### config.mk
export PLATFORM = sky130hd
export DESIGN_NAME = ride_session_trip_stats_top_flat
export DESIGN_NICKNAME = d
export VERILOG_FILES = /design/src/design/rstats_pkg.sv /design/src/design/rstats_if.sv /design/src/design/rstats_div.sv /design/src/design/ride_session_trip_stats_top.sv /design/src/flat_wrapper.sv
export SDC_FILE = /design/constraint.sdc
export NUM_CORES = 1
export LEC_CHECK = 0
export ABC_AREA = 1
export BUFFER_PORTS_ARGS = -buffer_cell sky130_fd_sc_hd__buf_2
export CORE_UTILIZATION = 40
export CTS_CLUSTER_SIZE = 24
export DETAILED_ROUTE_END_ITERATION = 8
export PLACE_DENSITY = 0.57
export SLEW_MARGIN = 20
export SYNTH_ARGS = -nofsm -noshare
export SYNTH_HDL_FRONTEND = slang
export SYNTH_SLANG_ARGS = --single-unit
### constraint.sdc
create_clock -name clk -period 12.4 [get_ports clk]
set_clock_uncertainty 0.2 [all_clocks]
set_input_delay 3.1 -clock clk [delete_from_list [all_inputs] [get_ports clk]]
set_output_delay 3.1 -clock clk [all_outputs]
set_load 0.1 [all_outputs]
### src/design/rstats_pkg.sv
// ----------------------------------------------------------------------------
// rstats_pkg
// Shared types and constants for the ride-session statistics block.
// ----------------------------------------------------------------------------
package rstats_pkg;

  localparam int unsigned QUOT_W     = 16;
  localparam int unsigned DIVISOR_W  = 32;
  localparam int unsigned DIVIDEND_W = 44;
  localparam int unsigned STEP_CNT_W = $clog2(QUOT_W);
  localparam logic [QUOT_W-1:0] AVG_MAX = {QUOT_W{1'b1}};

  typedef enum logic [2:0] {
    CMD_START  = 3'd0,
    CMD_PAUSE  = 3'd1,
    CMD_RESUME = 3'd2,
    CMD_FINISH = 3'd3,
    CMD_UPDATE = 3'd4
  } cmd_t;

  typedef enum logic [1:0] {
    MODE_IDLE    = 2'd0,
    MODE_RUNNING = 2'd1,
    MODE_PAUSED  = 2'd2,
    MODE_ENDED   = 2'd3
  } mode_t;

  typedef enum logic [3:0] {
    ST_IDLE,
    ST_STOP,
    ST_DRIVE,
    ST_DIV_MOV,
    ST_WAIT_MOV,
    ST_DIV_ALL,
    ST_WAIT_ALL,
    ST_DONE
  } seq_state_t;

  typedef struct packed {
    logic [2:0]  command;
    logic [31:0] now_ms;
    logic [15:0] speed_in;
    logic [31:0] distance_cm;
  } cmd_item_t;

  typedef struct packed {
    logic [1:0]  session_status;
    logic [31:0] drive_time_ms;
    logic [15:0] max_speed;
    logic [15:0] avg_moving;
    logic [15:0] avg_overall;
  } res_item_t;

  typedef struct packed {
    logic busy;
    logic done;
  } div_status_t;

endpackage

### src/design/rstats_if.sv
// ----------------------------------------------------------------------------
// rstats_if
// Valid/ready channels for commands and for result items.
// ----------------------------------------------------------------------------
interface rstats_cmd_if;
  import rstats_pkg::*;

  logic      valid;
  logic      ready;
  cmd_item_t data;

  modport source (output valid, output data, input ready);
  modport sink (input valid, input data, output ready);
endinterface

interface rstats_res_if;
  import rstats_pkg::*;

  logic      valid;
  logic      ready;
  res_item_t data;

  modport source (output valid, output data, input ready);
  modport sink (input valid, input data, output ready);
endinterface

### src/design/rstats_div.sv
// ----------------------------------------------------------------------------
// rstats_div
// Bit-serial restoring divider, one quotient bit per cycle, saturating the
// quotient at its full width.
// ----------------------------------------------------------------------------
module rstats_div (
  input  logic                                 clk,
  input  logic                                 rst,
  input  logic                                 start,
  input  logic [rstats_pkg::DIVIDEND_W-1:0]    dividend,
  input  logic [rstats_pkg::DIVISOR_W-1:0]     divisor,
  output rstats_pkg::div_status_t              stat,
  output logic [rstats_pkg::QUOT_W-1:0]        quotient
);
  import rstats_pkg::*;

  localparam int unsigned HI_W = DIVIDEND_W - QUOT_W;

  logic                  busy;
  logic                  done;
  logic [DIVISOR_W-1:0]  rem;
  logic [DIVISOR_W-1:0]  dsr;
  logic [QUOT_W-1:0]     shreg;
  logic [STEP_CNT_W-1:0] cnt;

  logic [HI_W-1:0]       hi_part;
  logic [DIVISOR_W:0]    trial;
  logic [DIVISOR_W+1:0]  diff;
  logic                  ge;

  assign hi_part = dividend[DIVIDEND_W-1:QUOT_W];
  assign trial   = {rem, shreg[QUOT_W-1]};
  assign diff    = {1'b0, trial} - {2'b00, dsr};
  assign ge      = ~diff[DIVISOR_W+1];

  always_ff @(posedge clk) begin
    if (rst) begin
      busy <= 1'b0;
      done <= 1'b0;
    end else begin
      done <= 1'b0;
      if (start) begin
        dsr <= divisor;
        // quotient overflows when the upper part alone reaches the divisor
        if ({{(DIVISOR_W-HI_W){1'b0}}, hi_part} >= divisor) begin
          shreg <= AVG_MAX;
          done  <= 1'b1;
        end else begin
          rem   <= {{(DIVISOR_W-HI_W){1'b0}}, hi_part};
          shreg <= dividend[QUOT_W-1:0];
          cnt   <= STEP_CNT_W'(QUOT_W - 1);
          busy  <= 1'b1;
        end
      end else if (busy) begin
        rem   <= ge ? diff[DIVISOR_W-1:0] : trial[DIVISOR_W-1:0];
        shreg <= {shreg[QUOT_W-2:0], ge};
        cnt   <= cnt - 1'b1;
        if (cnt == '0) begin
          busy <= 1'b0;
          done <= 1'b1;
        end
      end
    end
  end

  assign stat.busy = busy;
  assign stat.done = done;
  assign quotient  = shreg;

endmodule

### src/design/ride_session_trip_stats_top.sv
// Start, pause, resume, finish and ignored commands go from ST_IDLE to ST_DONE
// and then to the output register; an update first passes ST_STOP, ST_DRIVE and
// the shared bit-serial divider, which runs 16 steps for the moving average and
// 16 more for the overall average unless a quotient saturates or its divisor is 0.
// Throughput: one item at a time; the next command is taken once the result
// sits in the output register. Reset (rst, synchronous) clears all session state.
// ----------------------------------------------------------------------------
// ride_session_trip_stats_top
// Ride-session keeper: session mode, drive time, peak speed and averages.
// ----------------------------------------------------------------------------
module ride_session_trip_stats_top (
  input  logic         clk,
  input  logic         rst,
  rstats_cmd_if.sink   cmd_in,
  rstats_res_if.source res_out
);
  import rstats_pkg::*;

  seq_state_t state, state_next;

  mode_t       mode;
  logic [31:0] start_stamp;
  logic [31:0] pause_stamp;
  logic [31:0] stopped_total;
  logic [31:0] drive_total;
  logic [15:0] peak_speed;
  logic [15:0] moving_average;
  logic [15:0] overall_average;

  logic [31:0] elapsed;
  logic [31:0] gap;
  logic [31:0] stop_sum;
  logic [31:0] dist_r;
  logic [15:0] spd_r;
  logic [35:0] prod15;
  logic [39:0] prod225;

  logic        res_valid;
  res_item_t   res_q;

  logic        cmd_fire;
  logic        upd_live;
  logic        div_start;
  logic [DIVISOR_W-1:0] div_divisor;
  div_status_t div_stat;
  logic [QUOT_W-1:0]    div_quot;

  assign cmd_fire = cmd_in.valid && cmd_in.ready;
  assign upd_live = (cmd_in.data.command == CMD_UPDATE) &&
                    (mode inside {MODE_RUNNING, MODE_PAUSED});

  always_ff @(posedge clk) begin
    if (rst) begin
      state <= ST_IDLE;
    end else begin
      state <= state_next;
    end
  end

  always_comb begin
    state_next   = state;
    cmd_in.ready = 1'b0;
    div_start    = 1'b0;
    div_divisor  = elapsed;
    case (state)
      ST_IDLE: begin
        cmd_in.ready = 1'b1;
        if (cmd_in.valid) begin
          state_next = upd_live ? ST_STOP : ST_DONE;
        end
      end
      ST_STOP:  state_next = ST_DRIVE;
      ST_DRIVE: state_next = ST_DIV_MOV;
      ST_DIV_MOV: begin
        div_divisor = drive_total;
        if (drive_total != '0) begin
          div_start  = 1'b1;
          state_next = ST_WAIT_MOV;
        end else begin
          state_next = ST_DIV_ALL;
        end
      end
      ST_WAIT_MOV: begin
        if (div_stat.done) begin
          state_next = ST_DIV_ALL;
        end
      end
      ST_DIV_ALL: begin
        if (elapsed != '0) begin
          div_start  = 1'b1;
          state_next = ST_WAIT_ALL;
        end else begin
          state_next = ST_DONE;
        end
      end
      ST_WAIT_ALL: begin
        if (div_stat.done) begin
          state_next = ST_DONE;
        end
      end
      ST_DONE: begin
        if (!res_valid || res_out.ready) begin
          state_next = ST_IDLE;
        end
      end
      default: state_next = ST_IDLE;
    endcase
  end

  // session state and update datapath
  always_ff @(posedge clk) begin
    if (rst) begin
      mode            <= MODE_IDLE;
      start_stamp     <= '0;
      pause_stamp     <= '0;
      stopped_total   <= '0;
      drive_total     <= '0;
      peak_speed      <= '0;
      moving_average  <= '0;
      overall_average <= '0;
    end else begin
      case (state)
        ST_IDLE: begin
          if (cmd_fire) begin
            dist_r <= cmd_in.data.distance_cm;
            spd_r  <= cmd_in.data.speed_in;
            case (cmd_in.data.command)
              CMD_START: begin
                if (mode == MODE_IDLE) begin
                  stopped_total   <= '0;
                  drive_total     <= '0;
                  peak_speed      <= '0;
                  moving_average  <= '0;
                  overall_average <= '0;
                  start_stamp     <= cmd_in.data.now_ms;
                  pause_stamp     <= cmd_in.data.now_ms;
                  mode            <= MODE_PAUSED;
                end
              end
              CMD_PAUSE: begin
                if (mode == MODE_RUNNING) begin
                  pause_stamp <= cmd_in.data.now_ms;
                  mode        <= MODE_PAUSED;
                end
              end
              CMD_RESUME: begin
                if (mode == MODE_PAUSED) begin
                  stopped_total <= stopped_total + (cmd_in.data.now_ms - pause_stamp);
                  mode          <= MODE_RUNNING;
                end
              end
              CMD_FINISH: begin
                if (mode == MODE_RUNNING) begin
                  pause_stamp <= cmd_in.data.now_ms;
                end
                mode <= MODE_ENDED;
              end
              CMD_UPDATE: begin
                elapsed <= cmd_in.data.now_ms - start_stamp;
                gap     <= (mode == MODE_PAUSED) ? (cmd_in.data.now_ms - pause_stamp) : '0;
              end
              default: ;
            endcase
          end
        end
        ST_STOP: begin
          stop_sum <= stopped_total + gap;
          prod15   <= {dist_r, 4'b0000} - {4'b0000, dist_r};
        end
        ST_DRIVE: begin
          drive_total <= (elapsed > stop_sum) ? (elapsed - stop_sum) : '0;
          if (spd_r > peak_speed) begin
            peak_speed <= spd_r;
          end
          // 3600 = 15 * 15 * 16
          prod225 <= {prod15, 4'b0000} - {4'b0000, prod15};
        end
        ST_WAIT_MOV: begin
          if (div_stat.done) begin
            moving_average <= div_quot;
          end
        end
        ST_WAIT_ALL: begin
          if (div_stat.done) begin
            overall_average <= div_quot;
          end
        end
        default: ;
      endcase
    end
  end

  rstats_div u_div (
    .clk      (clk),
    .rst      (rst),
    .start    (div_start),
    .dividend ({prod225, 4'b0000}),
    .divisor  (div_divisor),
    .stat     (div_stat),
    .quotient (div_quot)
  );

  // output register
  always_ff @(posedge clk) begin
    if (rst) begin
      res_valid <= 1'b0;
    end else begin
      if (res_valid && res_out.ready) begin
        res_valid <= 1'b0;
      end
      if (state == ST_DONE && (!res_valid || res_out.ready)) begin
        res_valid <= 1'b1;
        res_q.session_status <= mode;
        res_q.drive_time_ms  <= drive_total;
        res_q.max_speed      <= peak_speed;
        res_q.avg_moving     <= moving_average;
        res_q.avg_overall    <= overall_average;
      end
    end
  end

  assign res_out.valid = res_valid;
  assign res_out.data  = res_q;

`ifndef SYNTHESIS
  a_div_start_free: assert property (@(posedge clk) disable iff (rst)
    div_start |-> !div_stat.busy)
    else $error("divider started while busy");

  a_div_done_waited: assert property (@(posedge clk) disable iff (rst)
    div_stat.done |-> (state == ST_WAIT_MOV || state == ST_WAIT_ALL))
    else $error("divider result with nobody waiting");

  a_transfer_leaves_idle: assert property (@(posedge clk) disable iff (rst)
    cmd_fire |=> state != ST_IDLE)
    else $error("command transfer did not start processing");

  a_drive_bounded: assert property (@(posedge clk) disable iff (rst)
    state == ST_DRIVE |=> drive_total <= elapsed)
    else $error("drive time exceeds elapsed time");

  a_result_held: assert property (@(posedge clk) disable iff (rst)
    (state == ST_DONE && res_valid && !res_out.ready) |=> state == ST_DONE)
    else $error("result overwritten before transfer");
`endif

endmodule

### src/flat_wrapper.sv
// flat-port wrapper written by rule: the top's interface ports become plain ports
module ride_session_trip_stats_top_flat import rstats_pkg::*;
  (clk, rst, cmd_in_valid, cmd_in_data, cmd_in_ready, res_out_valid, res_out_data, res_out_ready);
  rstats_cmd_if cmd_in_i ();
  rstats_res_if res_out_i ();
  input  logic clk;
  input  logic rst;
  input wire logic [$bits(cmd_in_i.valid)-1:0] cmd_in_valid;
  input wire logic [$bits(cmd_in_i.data)-1:0] cmd_in_data;
  output wire logic [$bits(cmd_in_i.ready)-1:0] cmd_in_ready;
  output wire logic [$bits(res_out_i.valid)-1:0] res_out_valid;
  output wire logic [$bits(res_out_i.data)-1:0] res_out_data;
  input wire logic [$bits(res_out_i.ready)-1:0] res_out_ready;
  assign cmd_in_i.valid = cmd_in_valid;
  assign cmd_in_i.data = cmd_in_data;
  assign cmd_in_ready = cmd_in_i.ready;
  assign res_out_valid = res_out_i.valid;
  assign res_out_data = res_out_i.data;
  assign res_out_i.ready = res_out_ready;
  ride_session_trip_stats_top u_core (.clk(clk), .rst(rst), .cmd_in(cmd_in_i), .res_out(res_out_i));
endmodule
==> results of run 1 <==
[stage by stage]
step | total power, mW | instances | hold WS [ns]
floorplan | 4.44 | 4670 | 0.208
global placement | 5.25 | 5968 | 0.209
detailed placement | 5.26 | 5968 | 0.214
CTS | 7.34 | 6093 | 0.227
global route | 7.77 | 6093 | 0.238
finish | 7.31 | 6094 | 0.230
[worst register-to-register path: stages (launching register included)]
cell and delay, ns:
dfxtp_1 0.57, nor2_4 0.08, buf_4 0.27, o21ai_0 0.87, ha_1 0.37, nand2_1 0.08
o21ai_0 0.10, nand2_1 0.08, o211ai_1 0.12, nand2_1 0.08, nand2_1 0.04, nand2_1 0.07
nand3_2 0.40, a21oi_4 0.26, buf_4 0.45
[layout by cell type, fill, tap and decap left out, types with 7 or more instances in the layout]
cell type	Yosys	routed
nand2_1	978	978
inv_1	661	660
a21oi_1	489	488
nor2_1	430	426
edfxtp_1	386	386
o21ai_0	310	309
ha_1	301	301
nand3_1	200	199
dfxtp_1	184	184
buf_2	22	169
xor2_1	121	121
clkbuf_16	0	71
xnor2_1	64	64
nor3_1	56	55
nand4_1	51	51
a21o_1	49	49
or2_2	41	41
a31oi_1	31	31
nor4_1	31	30
o21a_1	28	28
buf_4	4	26
o211ai_1	22	22
o21bai_1	20	20
clkinv_2	0	18
o21ai_2	14	15
a21boi_0	14	14
clkbuf_1	54	11
a221oi_1	9	9
nand3b_1	9	9
o21ai_1	8	8
nor2_2	6	8
inv_2	6	7
o2111ai_1	7	7
[area by class of cell]
cell class              count  area, um^2  area share (%)
clock inverters            37         404           0.973
inverters                 667        2500            6.03
repair buffers            195        1040            2.51
multi-input cells        3350       18900            45.6
flip-flops and latches    570       15300            36.8
diodes                      1        2.50         0.00602
well taps                1186        1480            3.57
clock buffers              88        1900            4.57
[routing by layer]
layer	routed length [um]	up-vias	track usage [%]
met5	0	-	0
met4	3060	0	6.83
met3	5480	150	2.78
met2	48800	771	36.9
met1	56900	14700	35.8
li1	-	16100	-
[cells by family (layout without fill, tap and decap cells)]
logic type | count (synthesis) | count (layout) | share of synthesized area (%)
simple gates | 1827 | 1827 | 20.6
compound gates | 1031 | 1031 | 15.5
buf+inv | 750 | 987 | 7.76
flops | 570 | 570 | 41.2
fa+ha+maj | 307 | 307 | 10.5
xor+xnor | 185 | 185 | 4.38
other cells | 0 | 1 | 0
[power groups by stage]
stage                     combinational (mW)  sequential, mW  clock, mW
final                                   2.70            2.54       2.06
after global routing                    3.03            2.57       2.18
after CTS                               2.69            2.54       2.10
after detailed placement                2.68            2.58          0
after global placement                  2.66            2.58          0
after floorplan                         1.87            2.57          0
[how the worst max path moves through the flow]
| stage | from | endpoint | slack, ns |
|---|---|---|---|
| detailed placement | cmd_in_data[48] | u_core.stopped_total[24]$_SDFFE_PP0P_ | 5.11 |
| floorplan | rst | u_core.prod15[0]$_DFFE_PP_ | 1.66 |
| CTS | cmd_in_data[48] | u_core.stopped_total[24]$_SDFFE_PP0P_ | 5.79 |
| global route | cmd_in_data[48] | u_core.stopped_total[24]$_SDFFE_PP0P_ | 5.32 |
| global placement | cmd_in_data[48] | u_core.stopped_total[18]$_SDFFE_PP0P_ | 5.22 |
| finish | cmd_in_data[48] | u_core.stopped_total[18]$_SDFFE_PP0P_ | 5.75 |
==> flow_summary.ini, run 1 <==
[global_route]
antenna_found_initial = 5
grt_pass1_vias = 30300
grt_pass1_wl_um = 177000
grt_start_max_net_pins = 69
grt-ovfl-total = 0
grt_usage_pct = 24.2

[logic_synthesis]
async_flop_share_pct = 0
syn_nets = 5064
synth_common_cells = nand2_1 (978), inv_1 (661), a21oi_1 (489), nor2_1 (430), edfxtp_1 (386)
yosysMostFrequentCell = nand2_1
synthDistinctLibCells = 57
yosysTopAreaCellShare_pct = 31.3
syn-cell-area_um2 = 37000
syn_area_per_cell_um2 = 7.93
yosys_warnings = 0
synth_edf_count = 386
synth_area_leaders = edfxtp_1 (31%), ha_1 (10%), dfxtp_1 (9.9%), nand2_1 (9.9%), inv_1 (6.7%)
synthCells = 4670
ys_ff_latch = 570
yosys.area.top_type = edfxtp_1
ys_dominant_reg_cell = edfxtp_1
synth_seq_area_share_pct = 41.2

[cts]
cts_setup_buffers = 0
clock-sinks = 570
cts_tree = done
root_buffer = clkbuf_16
ctsHoldBuffers = 0
cts_resized = 0
clk_pin_slew_ns = 0.06
numCtsBuffers = 69
clockBufferDepth = 3
insertion_delay_ns = 0.64
htreeDepth = 3

[power]
clkPwrFrac_pct = 28.2
irDropWorstVdd_uv = 98.0
leakage_nw = 17.7
p_per_area_nw_per_um2 = 176
switching_share_pct = 39.3
combinationalPowerShare_pct = 37.0
p_sw_mw = 2.87
sequentialPowerShare_pct = 34.8
p_int_mw = 4.43

[critical_path]
critical_path.top_delay_family = compound AO/OA/AOI/OAI gates
critPathLaunchType = input port
critPathCaptureType = flip-flop
crit_required_ns = 12.75
cp_cell_sequence = buf_2 -> inv_1 -> ha_1 -> inv_1 -> fa_1 -> nand2_1 -> a21oi_1 -> nand2_1 -> nand2_1 -> a21oi_1 -> o21ai_0 -> xnor2_1 -> inv_1 -> ha_1 -> nand2_1 -> inv_1 -> a21oi_1 -> a21boi_0 -> a21boi_0 -> or2_2 -> nand3_1 -> a21oi_1
rr_worst_depth = 14
crit_cells = 22
crit_slowest_cell = a21boi_0
timing.rr.end = u_core.u_div.rem[6]$_DFFE_PP_
critical_path.max_stage_delay_ns = 0.48
crit_buf_inv = 5
worstPathMaxFanout = 5
path_class = in2reg
r2r_setup_slack_ns = 7.98
cp.arrival_ns = 7.00
r2r_start = u_core.state[2]$_SDFFE_PP0P_

[place]
port_buffers = 170
dp_slack_ns = 5.11
gp_congestion = 0.975
place_hpwl_um = 92500
place_area_um2 = 39200

[min_path]
hold_start = u_core.peak_speed[14]$_SDFFE_PP0P_
whs_path_depth = 0
min_path_type = reg2reg
min_to = u_core.res_out.data[46]$_DFFE_PP_

[layout]
n_fill_cell = 9348
fin_util_pct = 45.3
design_area_um2 = 41500
syn_to_final_growth_pct = 12.2
largest_register_ffs = 82
fin_nets = 5247
drive_above_1_share_pct = 8.27

[timing]
finalSetupViolCount = 0
fin_crit_sh_pct = 53.6
final.min_clock_period_ns = 6.65
tns_ns = 0
rsz0062_at_grt = no
slew_violations = 0
worst_slew_pin_slew_ns = 1.02
fmaxAchievable_mhz = 150
finalHoldViolCount = 0
fin_ws_ns = 5.75
maxSlewHeadroom_pct = 31.5

[floorplan]
coreArea_um2 = 91700
pin_count = 171
die_area_um2 = 93800
die-height_um = 306
num_rows = 111
start_util_pct = 40.4
die_w_um = 306

[run]
cap_violations = 0

[route]
via_per_inst = 5.21
vias = 31700
post_drt_wl_per_cell_um = 18.7
ant_nets = 0
routed_wirelength_um = 114000
drt_iter0_drc = 2571
drc = 0
drtPass1Iterations = 6

[status]
outcome = finished clean
(Power assumes the default switching activity.)
==> inputs of run 2 (changes only) <==
--- a/config.mk
+++ b/config.mk
@@ -10,7 +10,7 @@
 export CORE_UTILIZATION = 40
 export CTS_CLUSTER_SIZE = 24
 export DETAILED_ROUTE_END_ITERATION = 8
-export PLACE_DENSITY = 0.57
+export PLACE_DENSITY = 0.59
 export SLEW_MARGIN = 20
 export SYNTH_ARGS = -nofsm -noshare
 export SYNTH_HDL_FRONTEND = slang
==> constraint.sdc (replaced) <==
create_clock -name clk -period 5.7 [get_ports clk]
set_clock_uncertainty 0.2 [all_clocks]
set_input_delay 1.425 -clock clk [delete_from_list [all_inputs] [get_ports clk]]
set_output_delay 1.425 -clock clk [all_outputs]
set_load 0.1 [all_outputs]
==> flow_summary.ini, run 2 (same netlist as run 1, synthesis figures left out) <==
[critical_path]
critPathCaptureType = flip-flop
worstPathMaxFanout = 4
critPathLaunchType = input port
cp.arrival_ns = 5.21
r2r_start = u_core.pause_stamp[0]$_SDFFE_PP0P_
crit_required_ns = 6.01
path_class = in2reg
crit_start = cmd_in_data[48]

[timing]
slew_violations = 0
maxSlewHeadroom_pct = 30.7
finalHoldViolCount = 0
tns_ns = 0
worst_slew_pin_slew_ns = 1.04
fmaxAchievable_mhz = 204
finalSetupViolCount = 0
fin_crit_sh_pct = 85.8
fin_ws_ns = 0.808
rsz0062_at_grt = no
final.min_clock_period_ns = 4.89

[cts]
numCtsBuffers = 67
htreeDepth = 3
insertion_delay_ns = 0.67
clk_pin_slew_ns = 0.07
clockBufferDepth = 3
cts_setup_buffers = 0
clock-sinks = 570
root_buffer = clkbuf_16
cts_resized = 0
ctsHoldBuffers = 0
cts_tree = done

[global_route]
grt_start_max_net_pins = 83
grt_pass1_wl_um = 174000
grt_usage_pct = 23.8
grt_pass1_vias = 30400
grt-ovfl-total = 0
antenna_found_initial = 1

[layout]
fin_nets = 5250
syn_to_final_growth_pct = 12.8
final_cell_mix = nand2_1 (978), inv_1 (660), a21oi_1 (488)
drive_above_1_share_pct = 8.37
n_antenna_cell = 0
fin_util_pct = 45.6
final_common_cell = nand2_1
largest_register_ffs = 82

[power]
p_per_area_nw_per_um2 = 386
leakage_nw = 17.8
irDropWorstVdd_uv = 236

[place]
port_buffers = 170
gp_congestion = 0.946
dp_slack_ns = 0.149
place_hpwl_um = 90000

[min_path]
min_path_type = reg2reg
hold_start = u_core.peak_speed[14]$_SDFFE_PP0P_

[route]
drtPass1Iterations = 7
routed_wirelength_um = 113000
via_per_inst = 5.26
ant_nets = 0
drc = 0
vias = 32000
post_drt_wl_per_cell_um = 18.5
drt_iter0_drc = 2413

[run]
cap_violations = 0

[floorplan]
start_util_pct = 40.4
pin_count = 171
die_w_um = 306
coreArea_um2 = 91700
die_area_um2 = 93800
num_rows = 111
die-height_um = 306

[status]
outcome = finished clean
[run 2: cell count changes in the layout (fill, tap and decap cells not counted), moves of 2 or more]
| cell | change |
|---|---|
| clkbuf_1 | -6 |
| clkinv_8 | -2 |
| clkinv_2 | -11 |
| clkinvlp_4 | +2 |
| clkbuf_16 | -3 |
| clkinv_16 | +5 |
| bufinv_16 | +4 |
| clkinv_1 | +5 |
| buf_4 | +4 |
| clkinv_4 | +3 |
[run 2: worst max-delay path, cell delays in order]
cell      delay, ns
buf_2          0.09
inv_1          0.06
ha_1           0.19
inv_1          0.10
fa_1           0.19
nand2_1        0.07
a21oi_1        0.35
nand3_1        0.12
nand2_1        0.14
a21boi_0       0.14
o21ai_1        0.22
nand3_1        0.10
nand2_1        0.09
xor2_1         0.28
inv_1          0.08
ha_1           0.35
a21oi_1        0.20
o21ai_0        0.16
a21o_1         0.20
a21oi_1        0.12
nand2_1        0.08
or2_2          0.27
nand3_1        0.07
a21oi_1        0.06
[run 2: power by group]
part,switching [mW],internal (mW),total [mW]
sequential,0.333,5.20,5.53
combinational,4.05,1.79,5.85
clock,1.96,2.78,4.74
total,6.34,9.78,16.1
[run 2: per-stage QoR]
stage          hold slack [ns]  area, um^2  std cells  power [mW]
6_report                 0.209       41800       6097        16.1
5_1_grt                  0.215       41800       6097        17.1
4_1_cts                  0.205       41800       6097        16.2
3_5_place_dp             0.217       39300       5973        11.4
3_3_place_gp             0.209       39300       5973        11.3
2_1_floorplan            0.208       37100       4670        9.66
[run 2: path summary, 6_finish.rpt]
check | to | slack, ns | depth (start not counted)
setup reg to reg | u_core.stopped_total[27]$_SDFFE_PP0P_ | 1.43 | 22
hold / removal | u_core.res_out.data[46]$_DFFE_PP_ | 0.21 | 0
setup / recovery | u_core.stopped_total[27]$_SDFFE_PP0P_ | 0.81 | 24
hold reg to reg | u_core.res_out.data[46]$_DFFE_PP_ | 0.21 | 0
[run 2: final cells by class]
cell class,count,area (um^2)
Fill cell,9174,49900
Multi-Input combinational cell,3350,19000
Sequential cell,570,15300
Inverter,667,2500
Clock buffer,79,1790
Tap cell,1186,1480
Timing Repair Buffer,200,1090
Clock inverter,45,676
[run 2: per-layer routing]
layer	part of all wire (%)	wire length, um	track usage, %
met2	42	47600	36.0
met4	2.4	2740	6.98
met3	6.0	6770	3.31
met5	0	0	0
met1	49	55400	35.1
